$ cat config.mk
export PLATFORM = sky130hd
export DESIGN_NAME = alignment_column_variant_detect_flat
export DESIGN_NICKNAME = d
export VERILOG_FILES = /design/src/acvd_pkg.sv /design/src/acvd_if.sv /design/src/alignment_column_variant_detect.sv /design/src/acvd_lane.sv /design/src/acvd_merge.sv /design/src/flat_wrapper.sv
export SDC_FILE = /design/constraint.sdc
export NUM_CORES = 1
export LEC_CHECK = 0
export BUFFER_PORTS_ARGS = -buffer_cell sky130_fd_sc_hd__buf_2
export CORE_MARGIN = 4
export CORE_UTILIZATION = 40
export DETAILED_ROUTE_END_ITERATION = 8
export PLACE_DENSITY_LB_ADDON = 0.3
export SLEW_MARGIN = 5
export SYNTH_ARGS = -nofsm -noshare
export SYNTH_HDL_FRONTEND = slang
export SYNTH_SLANG_ARGS = --single-unit
$ cat constraint.sdc
create_clock -name clk -period 3.6 [get_ports clk]
set_input_delay 0 -clock clk [delete_from_list [all_inputs] [get_ports clk]]
set_output_delay 0 -clock clk [all_outputs]
set_load 0.03 [all_outputs]
$ cat src/acvd_pkg.sv
// Package for the alignment column variant detector.
// Holds sizing constants, register indexes and the per-lane result type.
// No dependencies; every other file in src uses it by scoped names.
package acvd_pkg;

  // Sizing of the column datapath.
  localparam int LANES         = 8;
  localparam int LANE_INPUTS   = 8;
  localparam int POSITION_BITS = 16;
  localparam int IGNORE_SLOTS  = 4;
  localparam int REG_SLOTS     = 4;
  localparam int CHAR_BITS     = 8;
  localparam int POS_OUT_BITS  = 16;

  // Lanes that really exist and ignore slots that can take effect.
  localparam int NUM_LANES  = (LANES < LANE_INPUTS) ? LANES : LANE_INPUTS;
  localparam int USED_SLOTS = (IGNORE_SLOTS < REG_SLOTS) ? IGNORE_SLOTS : REG_SLOTS;

  // Configuration register widths and reset values.
  localparam int CFG_INDEX_BITS = 2;
  localparam int CFG_DATA_BITS  = 32;
  localparam logic [31:0] IGNORE_CODES_RESET   = 32'h002D_2E4E;
  localparam logic [2:0]  IGNORE_USED_RESET    = 3'd3;
  localparam logic [15:0] START_POSITION_RESET = 16'd0;
  localparam logic [3:0]  SEQUENCES_USED_RESET = 4'd8;

  // Saturation value of the running column position.
  localparam logic [POSITION_BITS-1:0] POSITION_MAX = '1;

  // Configuration register indexes.
  typedef enum logic [CFG_INDEX_BITS-1:0] {
    REG_IGNORE_CODES   = 2'd0,
    REG_IGNORE_USED    = 2'd1,
    REG_START_POSITION = 2'd2,
    REG_SEQUENCES_USED = 2'd3
  } cfg_reg_t;

  // What one lane reports to the merge stage.
  typedef struct packed {
    logic                 keep;
    logic [CHAR_BITS-1:0] ch;
  } lane_info_t;

endpackage

$ cat src/acvd_if.sv
// Channel interfaces of the alignment column variant detector.
// Column input, result output and configuration write; depends on acvd_pkg.
interface acvd_col_if;
  logic       valid;
  logic       ready;
  logic [7:0] lane0_char;
  logic [7:0] lane1_char;
  logic [7:0] lane2_char;
  logic [7:0] lane3_char;
  logic [7:0] lane4_char;
  logic [7:0] lane5_char;
  logic [7:0] lane6_char;
  logic [7:0] lane7_char;
  logic       final_column;

  modport source (
    output valid, lane0_char, lane1_char, lane2_char, lane3_char,
    output lane4_char, lane5_char, lane6_char, lane7_char, final_column,
    input  ready
  );
  modport sink (
    input  valid, lane0_char, lane1_char, lane2_char, lane3_char,
    input  lane4_char, lane5_char, lane6_char, lane7_char, final_column,
    output ready
  );
endinterface

interface acvd_res_if;
  logic        valid;
  logic        ready;
  logic [15:0] column_position;
  logic [7:0]  first_seq_char;
  logic [7:0]  second_seq_char;
  logic        reported;
  logic        end_of_alignment;

  modport source (
    output valid, column_position, first_seq_char, second_seq_char,
    output reported, end_of_alignment,
    input  ready
  );
  modport sink (
    input  valid, column_position, first_seq_char, second_seq_char,
    input  reported, end_of_alignment,
    output ready
  );
endinterface

interface acvd_cfg_if;
  logic                                  valid;
  logic                                  ready;
  logic [acvd_pkg::CFG_INDEX_BITS-1:0]   index;
  logic [acvd_pkg::CFG_DATA_BITS-1:0]    data;

  modport source (output valid, index, data, input ready);
  modport sink   (input valid, index, data, output ready);
endinterface

$ cat src/alignment_column_variant_detect.sv
// Alignment column variant detector, top level. One column per beat enters, the
// lanes test each character against the ignore set, the merge stage flags a
// differing column, and one result beat leaves per column. Lanes and merge are
// combinational and feed the output register; a new column is taken every
// cycle while the result side keeps up, so the sustained rate is one column
// per clock. The position counter saturates and returns to zero after a final
// column. Configuration writes are always accepted and must be made while no
// column is in flight.
// Depends on acvd_pkg, acvd_if, acvd_lane and acvd_merge.
module alignment_column_variant_detect (
  input  logic           clk,
  input  logic           rst,
  acvd_col_if.sink       col_in,
  acvd_res_if.source     result_out,
  acvd_cfg_if.sink       cfg
);

  localparam int NumLanes = acvd_pkg::NUM_LANES;

  // Configuration registers.
  logic [31:0] ignore_codes;
  logic [2:0]  ignore_used;
  logic [15:0] start_position;
  logic [3:0]  sequences_used;

  logic [acvd_pkg::POSITION_BITS-1:0] position_count;
  logic [acvd_pkg::POSITION_BITS-1:0] position_next;

  logic [acvd_pkg::CHAR_BITS-1:0] lane_char [acvd_pkg::LANE_INPUTS];
  acvd_pkg::lane_info_t           lane_info [NumLanes];
  logic                           differs;
  logic                           col_accept;
  logic                           reported_next;

  assign cfg.ready = 1'b1;

  // Register writes.
  always_ff @(posedge clk) begin
    if (rst) begin
      ignore_codes   <= acvd_pkg::IGNORE_CODES_RESET;
      ignore_used    <= acvd_pkg::IGNORE_USED_RESET;
      start_position <= acvd_pkg::START_POSITION_RESET;
      sequences_used <= acvd_pkg::SEQUENCES_USED_RESET;
    end else if (cfg.valid) begin
      case (acvd_pkg::cfg_reg_t'(cfg.index))
        acvd_pkg::REG_IGNORE_CODES:   ignore_codes   <= cfg.data[31:0];
        acvd_pkg::REG_IGNORE_USED:    ignore_used    <= cfg.data[2:0];
        acvd_pkg::REG_START_POSITION: start_position <= cfg.data[15:0];
        acvd_pkg::REG_SEQUENCES_USED: sequences_used <= cfg.data[3:0];
        default: ;
      endcase
    end
  end

  // Gather the lane characters of the incoming beat.
  assign lane_char[0] = col_in.lane0_char;
  assign lane_char[1] = col_in.lane1_char;
  assign lane_char[2] = col_in.lane2_char;
  assign lane_char[3] = col_in.lane3_char;
  assign lane_char[4] = col_in.lane4_char;
  assign lane_char[5] = col_in.lane5_char;
  assign lane_char[6] = col_in.lane6_char;
  assign lane_char[7] = col_in.lane7_char;

  // One lane per sequence; lanes at or above sequences_used sit out.
  for (genvar i = 0; i < NumLanes; i++) begin : g_lane
    acvd_lane u_lane (
      .ch           (lane_char[i]),
      .active       (int'(sequences_used) > i),
      .ignore_codes (ignore_codes),
      .ignore_used  (ignore_used),
      .info         (lane_info[i])
    );
  end

  acvd_merge u_merge (
    .lanes   (lane_info),
    .differs (differs)
  );

  // Position of this column, held at its maximum once reached.
  assign position_next = (position_count != acvd_pkg::POSITION_MAX) ?
                         position_count + 1'b1 : position_count;
  assign reported_next = differs && (32'(position_next) >= 32'(start_position));

  // The output register frees up whenever its beat is taken.
  assign col_in.ready = !result_out.valid || result_out.ready;
  assign col_accept   = col_in.valid && col_in.ready;

  always_ff @(posedge clk) begin
    if (rst) begin
      position_count   <= '0;
      result_out.valid <= 1'b0;
    end else if (col_accept) begin
      position_count   <= col_in.final_column ? '0 : position_next;
      result_out.valid <= 1'b1;
    end else if (result_out.ready) begin
      result_out.valid <= 1'b0;
    end
  end

  // Result payload.
  always_ff @(posedge clk) begin
    if (col_accept) begin
      result_out.column_position  <= acvd_pkg::POS_OUT_BITS'(position_next);
      result_out.first_seq_char   <= col_in.lane0_char;
      result_out.second_seq_char  <= col_in.lane1_char;
      result_out.reported         <= reported_next;
      result_out.end_of_alignment <= col_in.final_column;
    end
  end

endmodule

$ cat src/acvd_lane.sv
// One comparison lane: decides whether its character takes part in the column.
// Depends on acvd_pkg for widths and the lane result type.
module acvd_lane (
  input  logic [acvd_pkg::CHAR_BITS-1:0] ch,
  input  logic                           active,
  input  logic [31:0]                    ignore_codes,
  input  logic [2:0]                     ignore_used,
  output acvd_pkg::lane_info_t           info
);

  logic ignored;

  // Match the character against every slot that is in use.
  always_comb begin
    ignored = 1'b0;
    for (int k = 0; k < acvd_pkg::USED_SLOTS; k++) begin
      if ((int'(ignore_used) > k) && (ignore_codes[8*k +: 8] == ch)) begin
        ignored = 1'b1;
      end
    end
  end

  assign info.keep = active && !ignored;
  assign info.ch   = ch;

endmodule

$ cat src/acvd_merge.sv
// Merge stage: combines the lane results into the column's differ flag.
// Depends on acvd_pkg for the lane count and the lane result type.
module acvd_merge (
  input  acvd_pkg::lane_info_t lanes [acvd_pkg::NUM_LANES],
  output logic                 differs
);

  // Two distinct kept characters exist exactly when some kept pair differs.
  always_comb begin
    differs = 1'b0;
    for (int i = 0; i < acvd_pkg::NUM_LANES; i++) begin
      for (int j = i + 1; j < acvd_pkg::NUM_LANES; j++) begin
        if (lanes[i].keep && lanes[j].keep && (lanes[i].ch != lanes[j].ch)) begin
          differs = 1'b1;
        end
      end
    end
  end

endmodule
$ cat src/flat_wrapper.sv
// flat-port wrapper written by rule: the top's interface ports become plain ports
module alignment_column_variant_detect_flat 
  (clk, rst, col_in_valid, col_in_lane0_char, col_in_lane1_char, col_in_lane2_char, col_in_lane3_char, col_in_lane4_char, col_in_lane5_char, col_in_lane6_char, col_in_lane7_char, col_in_final_column, col_in_ready, result_out_valid, result_out_column_position, result_out_first_seq_char, result_out_second_seq_char, result_out_reported, result_out_end_of_alignment, result_out_ready, cfg_valid, cfg_index, cfg_data, cfg_ready);
  acvd_col_if col_in_i ();
  acvd_res_if result_out_i ();
  acvd_cfg_if cfg_i ();
  input  logic clk;
  input  logic rst;
  input wire logic [$bits(col_in_i.valid)-1:0] col_in_valid;
  input wire logic [$bits(col_in_i.lane0_char)-1:0] col_in_lane0_char;
  input wire logic [$bits(col_in_i.lane1_char)-1:0] col_in_lane1_char;
  input wire logic [$bits(col_in_i.lane2_char)-1:0] col_in_lane2_char;
  input wire logic [$bits(col_in_i.lane3_char)-1:0] col_in_lane3_char;
  input wire logic [$bits(col_in_i.lane4_char)-1:0] col_in_lane4_char;
  input wire logic [$bits(col_in_i.lane5_char)-1:0] col_in_lane5_char;
  input wire logic [$bits(col_in_i.lane6_char)-1:0] col_in_lane6_char;
  input wire logic [$bits(col_in_i.lane7_char)-1:0] col_in_lane7_char;
  input wire logic [$bits(col_in_i.final_column)-1:0] col_in_final_column;
  output wire logic [$bits(col_in_i.ready)-1:0] col_in_ready;
  output wire logic [$bits(result_out_i.valid)-1:0] result_out_valid;
  output wire logic [$bits(result_out_i.column_position)-1:0] result_out_column_position;
  output wire logic [$bits(result_out_i.first_seq_char)-1:0] result_out_first_seq_char;
  output wire logic [$bits(result_out_i.second_seq_char)-1:0] result_out_second_seq_char;
  output wire logic [$bits(result_out_i.reported)-1:0] result_out_reported;
  output wire logic [$bits(result_out_i.end_of_alignment)-1:0] result_out_end_of_alignment;
  input wire logic [$bits(result_out_i.ready)-1:0] result_out_ready;
  input wire logic [$bits(cfg_i.valid)-1:0] cfg_valid;
  input wire logic [$bits(cfg_i.index)-1:0] cfg_index;
  input wire logic [$bits(cfg_i.data)-1:0] cfg_data;
  output wire logic [$bits(cfg_i.ready)-1:0] cfg_ready;
  assign col_in_i.valid = col_in_valid;
  assign col_in_i.lane0_char = col_in_lane0_char;
  assign col_in_i.lane1_char = col_in_lane1_char;
  assign col_in_i.lane2_char = col_in_lane2_char;
  assign col_in_i.lane3_char = col_in_lane3_char;
  assign col_in_i.lane4_char = col_in_lane4_char;
  assign col_in_i.lane5_char = col_in_lane5_char;
  assign col_in_i.lane6_char = col_in_lane6_char;
  assign col_in_i.lane7_char = col_in_lane7_char;
  assign col_in_i.final_column = col_in_final_column;
  assign col_in_ready = col_in_i.ready;
  assign result_out_valid = result_out_i.valid;
  assign result_out_column_position = result_out_i.column_position;
  assign result_out_first_seq_char = result_out_i.first_seq_char;
  assign result_out_second_seq_char = result_out_i.second_seq_char;
  assign result_out_reported = result_out_i.reported;
  assign result_out_end_of_alignment = result_out_i.end_of_alignment;
  assign result_out_i.ready = result_out_ready;
  assign cfg_i.valid = cfg_valid;
  assign cfg_i.index = cfg_index;
  assign cfg_i.data = cfg_data;
  assign cfg_ready = cfg_i.ready;
  alignment_column_variant_detect u_core (.clk(clk), .rst(rst), .col_in(col_in_i), .result_out(result_out_i), .cfg(cfg_i));
endmodule
==> impl_summary.txt, run 1 <==
----------------------------------------------------
[Drt]
  Post-detailed-route DRC marker count ... 0
  Wire length reported by the detailed router ... 38600 um
  Total via count after detailed routing ... 9697
  Wirelength per Cell ... between 20 and 25 um
  Detailed-routing iteration count for the pre-antenna-repair pass ... 5
  Post-detailed-route via-to-cell ratio ... 5.73
  Post-detailed-route count of antenna-violating nets ... 0
  Initial DRC count ... 1012

[STA]
  Hold Violations, Final ... 0
  Tightest Pin Transition ... around 1.1 ns
  Final max-slew violation count ... 0
  Period utilization ... 0.980
  Post-layout min period ... about 3.5 ns
  Count of final setup violators ... 0
  Slew HR ... 0.278
  Setup Skew ... 0.0131 ns
  Achievable clock frequency ... about 0.28 GHz

[Yosys]
  Portion of netlist area occupied by mux cells ... 0.00508
  Mapped cell area ... 10600 um2
  Number of distinct library cells after synthesis ... 65
  Main flop type after synthesis ... sky130_fd_sc_hd__dfxtp_1
  Post-Synth XOR/XNOR Area ... 0.407
  Combinational family with the most area after synthesis ... XOR/XNOR gates
  Basic-gate share of the synthesized area counting and, or, nand and nor cells ... 0.175
  Top cells by area in the synthesized netlist ... sky130_fd_sc_hd__xnor2_1 (22%), sky130_fd_sc_hd__xor2_1 (19%), sky130_fd_sc_hd__dfxtp_1 (14%)
  Number of enable-type register cells in the synthesized netlist ... 34
  Yosys warns ... 0
  Post-synthesis compound-gate area fraction ... 0.0786
  Sequential fraction of the synthesis area ... 0.232
  Mean Syn Cell Area ... 8.49 um2
  Syn Nets ... 1369
  Adder and majority cell fraction of the synthesized area ... 0.0201
  Gate count after technology mapping ... between 1000 and 1500
  FF+latch count, synth ... 106
  Portion of synthesized cell area occupied by the leading cell type ... 0.220
  Async S/R FF share, synth ... 0
  Synth area leader ... sky130_fd_sc_hd__xnor2_1

[Floorplanning]
  Die Area ... 29200 um2
  DIE HEIGHT ... 171 um
  Count of boundary I/O pins ... 141
  Row Count ... 59
  Initial standard-cell utilization of the core ... 0.407
  Core region area ... 26100 um2
  Overall die width ... between 150 and 200 um

[Clock network]
  Worst-Skew Late Latency ... 0.36 ns
  Clock root buffer ... sky130_fd_sc_hd__clkbuf_16
  Clock tree from TritonCTS ... built
  Cts bufs inserted ... 9
  Clock sink count ... 106
  Clock-pin slew reported for the worst setup and hold paths after clock tree synthesis ... roughly 0.080 ns
  Number of H-tree levels ... 3
  Max Root-Sink Buffers ... 2

[Global route]
  Via count of the first global-routing pass ... 9343
  GRT overflow ... 0
  Largest net degree at the start of global routing ... 59
  Total routing usage reported by global routing ... 0.258
  Initial antenna violation count ... 0
  Global-route wire length before repair ... 57700 um

[Worst setup path]
  Startpoint of the lowest-slack register-to-register path ... u_core.position_count[9]
  Critical path data arrival time ... 3.61 ns
  Count of buffer and inverter cells on the critical path ... 2
  Termination of the worst setup path ... u_core.result_out.reported
  Register-to-register setup slack ... 0.07 ns
  Critical path fanouts, max ... 6
  Crit path kind ... flip-flop to flip-flop
  Slowest cell on the critical path ... sky130_fd_sc_hd__a2111oi_4
  Worst stage delay on the critical path ... about 0.38 ns
  Critical path's top delay family ... compound AO/OA/AOI/OAI gates
  Startpoint type of the worst setup path ... flip-flop
  Crit path cell chain ... and4_4 -> nand3_4 -> nor2_4 -> nand3_4 -> xor2_2 -> inv_1 -> ha_1 -> nand2b_1 -> a21o_1 -> a21o_1 -> a21o_1 -> a21o_1 -> a2111oi_4 -> buf_4 -> o41ai_1 -> a21oi_1 -> a31oi_1
  Worst setup path startpoint ... u_core.position_count[9]
  Worst R2R End ... u_core.result_out.reported
  Levels on crit path ... 17
  Crit end category ... flip-flop
  FF-to-FF path depth ... 17
  Crit path top cell by count ... sky130_fd_sc_hd__a21o_1
  CP Data Required Time ... 3.68 ns

[Power and ir drop]
  PnR Total Power ... 3.50 mW
  Power per Cell Area ... 292 nW/um2
  Leakage power total ... 4.49 nW
  Worst VDD drop ... 0.234 mV

[Placed design]
  Routability Congestion ... 0.951
  Post-placement cell count ... ~1600
  Port Buf Inserts ... 139
  Detail Placement HPWL ... approximately 27000 um

[Finish]
  Filler cell count in the final layout ... between 2000 and 3000
  Number of non-filler instances in the completed layout ... around 1700
  Number of diodes ... 0
  Most common cell after layout, fill and taps aside ... sky130_fd_sc_hd__xnor2_1
  Highest-count cells in the layout ignoring fill and taps ... sky130_fd_sc_hd__xnor2_1 (266), sky130_fd_sc_hd__xor2_1 (225), sky130_fd_sc_hd__buf_2 (139), sky130_fd_sc_hd__nand2_1 (114), sky130_fd_sc_hd__nand4_1 (73)
  Area overhead of the layout relative to synthesis ... 13.0%
  Post-layout nets ... 1474
  Ratio of cells with drive above 1 in the final layout ... 0.165

[Worst hold path]
  Min-delay worst type ... input pin to flip-flop

[Run]
  Maxcap violations ... 0

[Run status]
  Run status ... finished clean

----------------------------------------------------
[synth_stat cells, types with 4 or more instances]
master / count
sky130_fd_sc_hd__a31oi_1: 8
sky130_fd_sc_hd__a22oi_1: 11
sky130_fd_sc_hd__nand4_1: 73
sky130_fd_sc_hd__nor4_1: 45
sky130_fd_sc_hd__nor3_1: 23
sky130_fd_sc_hd__buf_2: 55
sky130_fd_sc_hd__nand2_1: 114
sky130_fd_sc_hd__nand3b_1: 15
sky130_fd_sc_hd__a21oi_1: 52
sky130_fd_sc_hd__buf_6: 18
sky130_fd_sc_hd__and3_1: 5
sky130_fd_sc_hd__buf_4: 26
sky130_fd_sc_hd__inv_1: 21
sky130_fd_sc_hd__nand3_1: 15
sky130_fd_sc_hd__o21ai_0: 22
sky130_fd_sc_hd__clkbuf_1: 22
sky130_fd_sc_hd__or3_1: 4
sky130_fd_sc_hd__xnor2_1: 266
sky130_fd_sc_hd__nor2_1: 34
sky130_fd_sc_hd__dfxtp_1: 72
sky130_fd_sc_hd__edfxtp_1: 34
sky130_fd_sc_hd__xor2_1: 226
sky130_fd_sc_hd__a21o_1: 9
sky130_fd_sc_hd__ha_1: 17
[cell type report]
cell class | count | area [um2] | area share
clock buffer | 10 | 239 | 0.0200
clock inverter | 6 | 83.8 | 0.00700
inverter | 21 | 78.8 | 0.00658
multi-input combinational | 998 | 7320 | 0.611
sequential | 106 | 2460 | 0.206
tap | 335 | 419 | 0.0350
timing repair buffer | 217 | 1370 | 0.115
[metal layers]
| layer | track usage | routed length [um] | part of all wire | vias to the layer above |
|---|---|---|---|---|
| li1 | - | - | - | 4398 |
| met5 | 0 | 0 | 0 | - |
| met3 | 0.0372 | 2530 | 0.066 | 125 |
| met1 | 0.336 | 16100 | 0.42 | 4702 |
| met4 | 0.113 | 1840 | 0.048 | 0 |
| met2 | 0.426 | 18100 | 0.47 | 472 |
[how the worst min path moves through the flow]
stage                         startpoint                              endpoint  slack [ns]  cells after the start
detailed placement          cfg_data[18]               u_core.ignore_codes[18]        0.22                      3
global route        col_in_lane1_char[6]  u_core.result_out.second_seq_char[6]        0.02                      1
finish              col_in_lane1_char[6]  u_core.result_out.second_seq_char[6]        0.03                      1
floorplan            col_in_final_column    u_core.result_out.end_of_alignment         0.1                      0
CTS                 col_in_lane1_char[6]  u_core.result_out.second_seq_char[6]        0.02                      1
global placement            cfg_data[18]               u_core.ignore_codes[18]        0.22                      3
[power breakdown]
group / total (mW) / switching (mW) / internal, mW
Sequential: 1.36 / 0.0833 / 1.28
Combinational: 1.06 / 0.625 / 0.436
Clock: 1.07 / 0.494 / 0.576
[worst reg2reg max path: cells and delay by family (launching register included)]
kind | cells | cell delay, ns
and+or+nand+nor | 5 | 0.78
DFF | 1 | 0.36
adders and majority gates | 1 | 0.25
AOI/OAI and AO/OA | 8 | 1.41
xor gates and xnor gates | 1 | 0.22
buffers and inverters | 2 | 0.23
[stage by stage]
stage	TNS (ns)	util	hold WS (ns)	setup slack, ns	instance area, um2
2_1_floorplan	0	-	0.0989	0.315	10600
3_3_place_gp	-0.0131	0.431	0.217	-0.0131	11200
3_5_place_dp	0	0.431	0.222	0.0382	11200
4_1_cts	0	0.458	0.0235	0.0169	11900
5_1_grt	-0.0670	0.460	0.0179	-0.0670	12000
6_report	0	0.460	0.0320	0.0712	12000
[cells by family (layout without fill, tap and decap cells)]
kind of cell    count (synthesis)  in the layout
buf+inv                       144            254
other cells                     1              1
compound gates                132            132
fa+ha+maj                      17             17
simple gates                  351            351
mux                             5              5
flops                         106            106
xor+xnor                      492            492
[flip-flops by register name (all words and copies together) (netlist names)]
| register | count |
|---|---|
| u_core.result_out.valid | 1 |
| u_core.result_out.end_of_alignment | 1 |
| u_core.sequences_used | 4 |
| u_core.start_position | 16 |
| u_core.result_out.first_seq_char | 8 |
| u_core.ignore_used | 3 |
| u_core.result_out.column_position | 16 |
| u_core.position_count | 16 |
| u_core.result_out.second_seq_char | 8 |
| u_core.result_out.reported | 1 |
| u_core.ignore_codes | 32 |
[timing repair]
| item | in CTS | in global routing |
|---|---|---|
| hold buffers | 36 | 0 |
| endpoints found under the hold margin | 55 | 0 |
| resized for setup | 1 | 7 |
| setup buffers | 0 | 1 |
| pin swaps | 0 | 3 |
| setup endpoints to repair | 1 | 1 |
| cloned | 0 | 0 |
Note: power is estimated with default switching activity, not from simulation.
==> inputs of run 2 (changes only) <==
--- a/config.mk
+++ b/config.mk
@@ -6,7 +6,7 @@
 export NUM_CORES = 1
 export LEC_CHECK = 0
 export BUFFER_PORTS_ARGS = -buffer_cell sky130_fd_sc_hd__buf_2
-export CORE_MARGIN = 4
+export CORE_MARGIN = 2
 export CORE_UTILIZATION = 40
 export DETAILED_ROUTE_END_ITERATION = 8
 export PLACE_DENSITY_LB_ADDON = 0.3
==> run 2 against run 1 <==
Net effect: cell count grew 0.53%; worst hold slack better by 0.088 ns; first-iteration DRC count shrank 6.4%; final area is 0.30% higher; global-route usage rose by 0.99 points; clock power shrank 11%; sequential power barely moved; non-clock buffer count is 9 higher; routed wire length decreased by 2.3%.
==> impl_summary.txt, run 2 (synthesis gave the netlist of run 1 again) <==
----------------------------------------------------
[Run status]
  Run status ... finished clean

[Drt]
  Post-detailed-route via-to-cell ratio ... 5.61
  Post-detailed-route count of antenna-violating nets ... 0
  Wire length reported by the detailed router ... roughly 38000 um
  Initial DRC count ... around 950
  Post-detailed-route DRC marker count ... 0
  Total via count after detailed routing ... ~9500
  Wirelength per Cell ... 22.2 um
  Detailed-routing iteration count for the pre-antenna-repair pass ... 8

[Finish]
  Ratio of cells with drive above 1 in the final layout ... 0.171
  Max FFs per register ... 32
  Most flops, register ... u_core.ignore_codes
  Highest-count cells in the layout ignoring fill and taps ... sky130_fd_sc_hd__xnor2_1 (266), sky130_fd_sc_hd__xor2_1 (225), sky130_fd_sc_hd__buf_2 (139), sky130_fd_sc_hd__nand2_1 (114), sky130_fd_sc_hd__nand4_1 (73)
  Post-layout nets ... 1483
  Area overhead of the layout relative to synthesis ... 13.4%
  Number of diodes ... 0
  Final core utilization ... 0.461
  Most common cell after layout, fill and taps aside ... sky130_fd_sc_hd__xnor2_1

[Clock network]
  Clock sink count ... 106
  Max Root-Sink Buffers ... 2
  Cts bufs inserted ... 9
  Clock-pin slew reported for the worst setup and hold paths after clock tree synthesis ... ~0.08 ns
  Number of H-tree levels ... 3
  Clock root buffer ... sky130_fd_sc_hd__clkbuf_16
  Worst-Skew Late Latency ... 0.36 ns
  Clock tree from TritonCTS ... built

[Global route]
  Largest net degree at the start of global routing ... 45
  Global-route wire length before repair ... approximately 58000 um
  Global routing's busiest layer ... met2
  Global routing met3 resource utilization ... 0.0425
  Initial antenna violation count ... 0
  M2 GR Usage ... 0.439
  Total routing usage reported by global routing ... 0.268
  Met1 track utilization from global routing ... 0.350
  Via count of the first global-routing pass ... 9440
  GRT overflow ... 0

[Floorplanning]
  Overall die width ... 167 um
  Count of boundary I/O pins ... about 140
  Initial standard-cell utilization of the core ... 0.407
  Die Area ... 27800 um2
  Row Count ... 59
  DIE HEIGHT ... approximately 170 um
  Core region area ... about 26000 um2

[STA]
  Setup Skew ... 0.0152 ns
  Hold slack final ... 0.120 ns
  Tightest Pin Transition ... 1.18 ns
  Crit path setup slack, layout ... about 0.15 ns
  Hold Violations, Final ... 0
  Post-layout min period ... 3.45 ns
  Achievable clock frequency ... 0.290 GHz
  Count of final setup violators ... 0
  Sum of negative setup slack ... 0 ns
  Slew HR ... 0.209
  Period utilization ... 0.957
  Final max-slew violation count ... 0

[Worst setup path]
  Crit path kind ... flip-flop to flip-flop
  Critical path data arrival time ... 3.52 ns
  Worst stage delay on the critical path ... 0.36 ns
  CP Data Required Time ... 3.67 ns
  Critical path's top delay family ... compound AO/OA/AOI/OAI gates
  Startpoint type of the worst setup path ... flip-flop
  Critical path fanouts, max ... 6
  Crit end category ... flip-flop
  Count of buffer and inverter cells on the critical path ... 2
  Crit path top cell by count ... sky130_fd_sc_hd__a21o_1
  Register-to-register setup slack ... 0.15 ns
  Slowest cell on the critical path ... sky130_fd_sc_hd__a2111oi_4
  Crit path cell chain ... and4_4 -> nand3_4 -> nor2_4 -> nand3_4 -> xor2_2 -> inv_1 -> ha_1 -> nand2b_1 -> a21o_1 -> a21o_1 -> a21o_1 -> a21o_1 -> a2111oi_4 -> buf_4 -> o41ai_1 -> a21oi_1 -> a31oi_1

[Placed design]
  Detail Placement HPWL ... around 26000 um
  Port Buf Inserts ... 139
  Post-placement worst setup slack ... 0.0754 ns
  Routability Congestion ... 0.983

[Run]
  Maxcap violations ... 0

[Power and ir drop]
  Worst VDD drop ... 0.212 mV
  Power per Cell Area ... 282 nW/um2
  Leakage power total ... 4.51 nW
  PnR Total Power ... around 3.4 mW

[Worst hold path]
  Min-delay worst type ... input pin to flip-flop

----------------------------------------------------
==> run 2: metrics by stage <==
stage | cells | area, um2
6_report | 1702 | 12000
4_1_cts | 1700 | 11900
2_1_floorplan | 1248 | 10600
5_1_grt | 1702 | 12000
3_3_place_gp | 1649 | 11300
3_5_place_dp | 1649 | 11300
==> run 2: final cells by class <==
class | count | area, um2
well taps | 335 | 419
multi-input cells | 998 | 7330
fillers | 2549 | 14000
clock inverters | 6 | 51.3
inverters | 21 | 78.8
repair buffers | 226 | 1440
flip-flops and latches | 106 | 2460
clock buffers | 10 | 229
==> run 2: path summary, 6_finish.rpt <==
kind	from	end	cells past startpoint
setup / recovery	u_core.position_count[8]	u_core.result_out.reported	17
setup reg to reg	u_core.position_count[8]	u_core.result_out.reported	17
hold reg to reg	u_core.start_position[1]	u_core.start_position[1]	2
hold / removal	col_in_lane0_char[4]	u_core.result_out.first_seq_char[4]	1
==> run 2: repair_timing <==
item	CTS	global route
hold buffers	35	0
endpoints found under the hold margin	52	0
buffers inserted	0	2
setup endpoints to repair	0	1
gates resized for setup	0	11
==> run 2: per-layer routing <==
metal | vias up | share of wire
met5 | - | 0
met4 | 0 | 0.038
met3 | 99 | 0.068
met2 | 433 | 0.47
met1 | 4597 | 0.43
li1 | 4417 | -
==> run 2: power by group <==
part | leakage (nW) | switching (mW) | total [mW] | internal [mW]
clock | 0.132 | 0.478 | 0.956 | 0.478
sequential | 0.918 | 0.0885 | 1.37 | 1.28
combinational | 3.46 | 0.615 | 1.06 | 0.442
total | 4.51 | 1.18 | 3.38 | 2.20
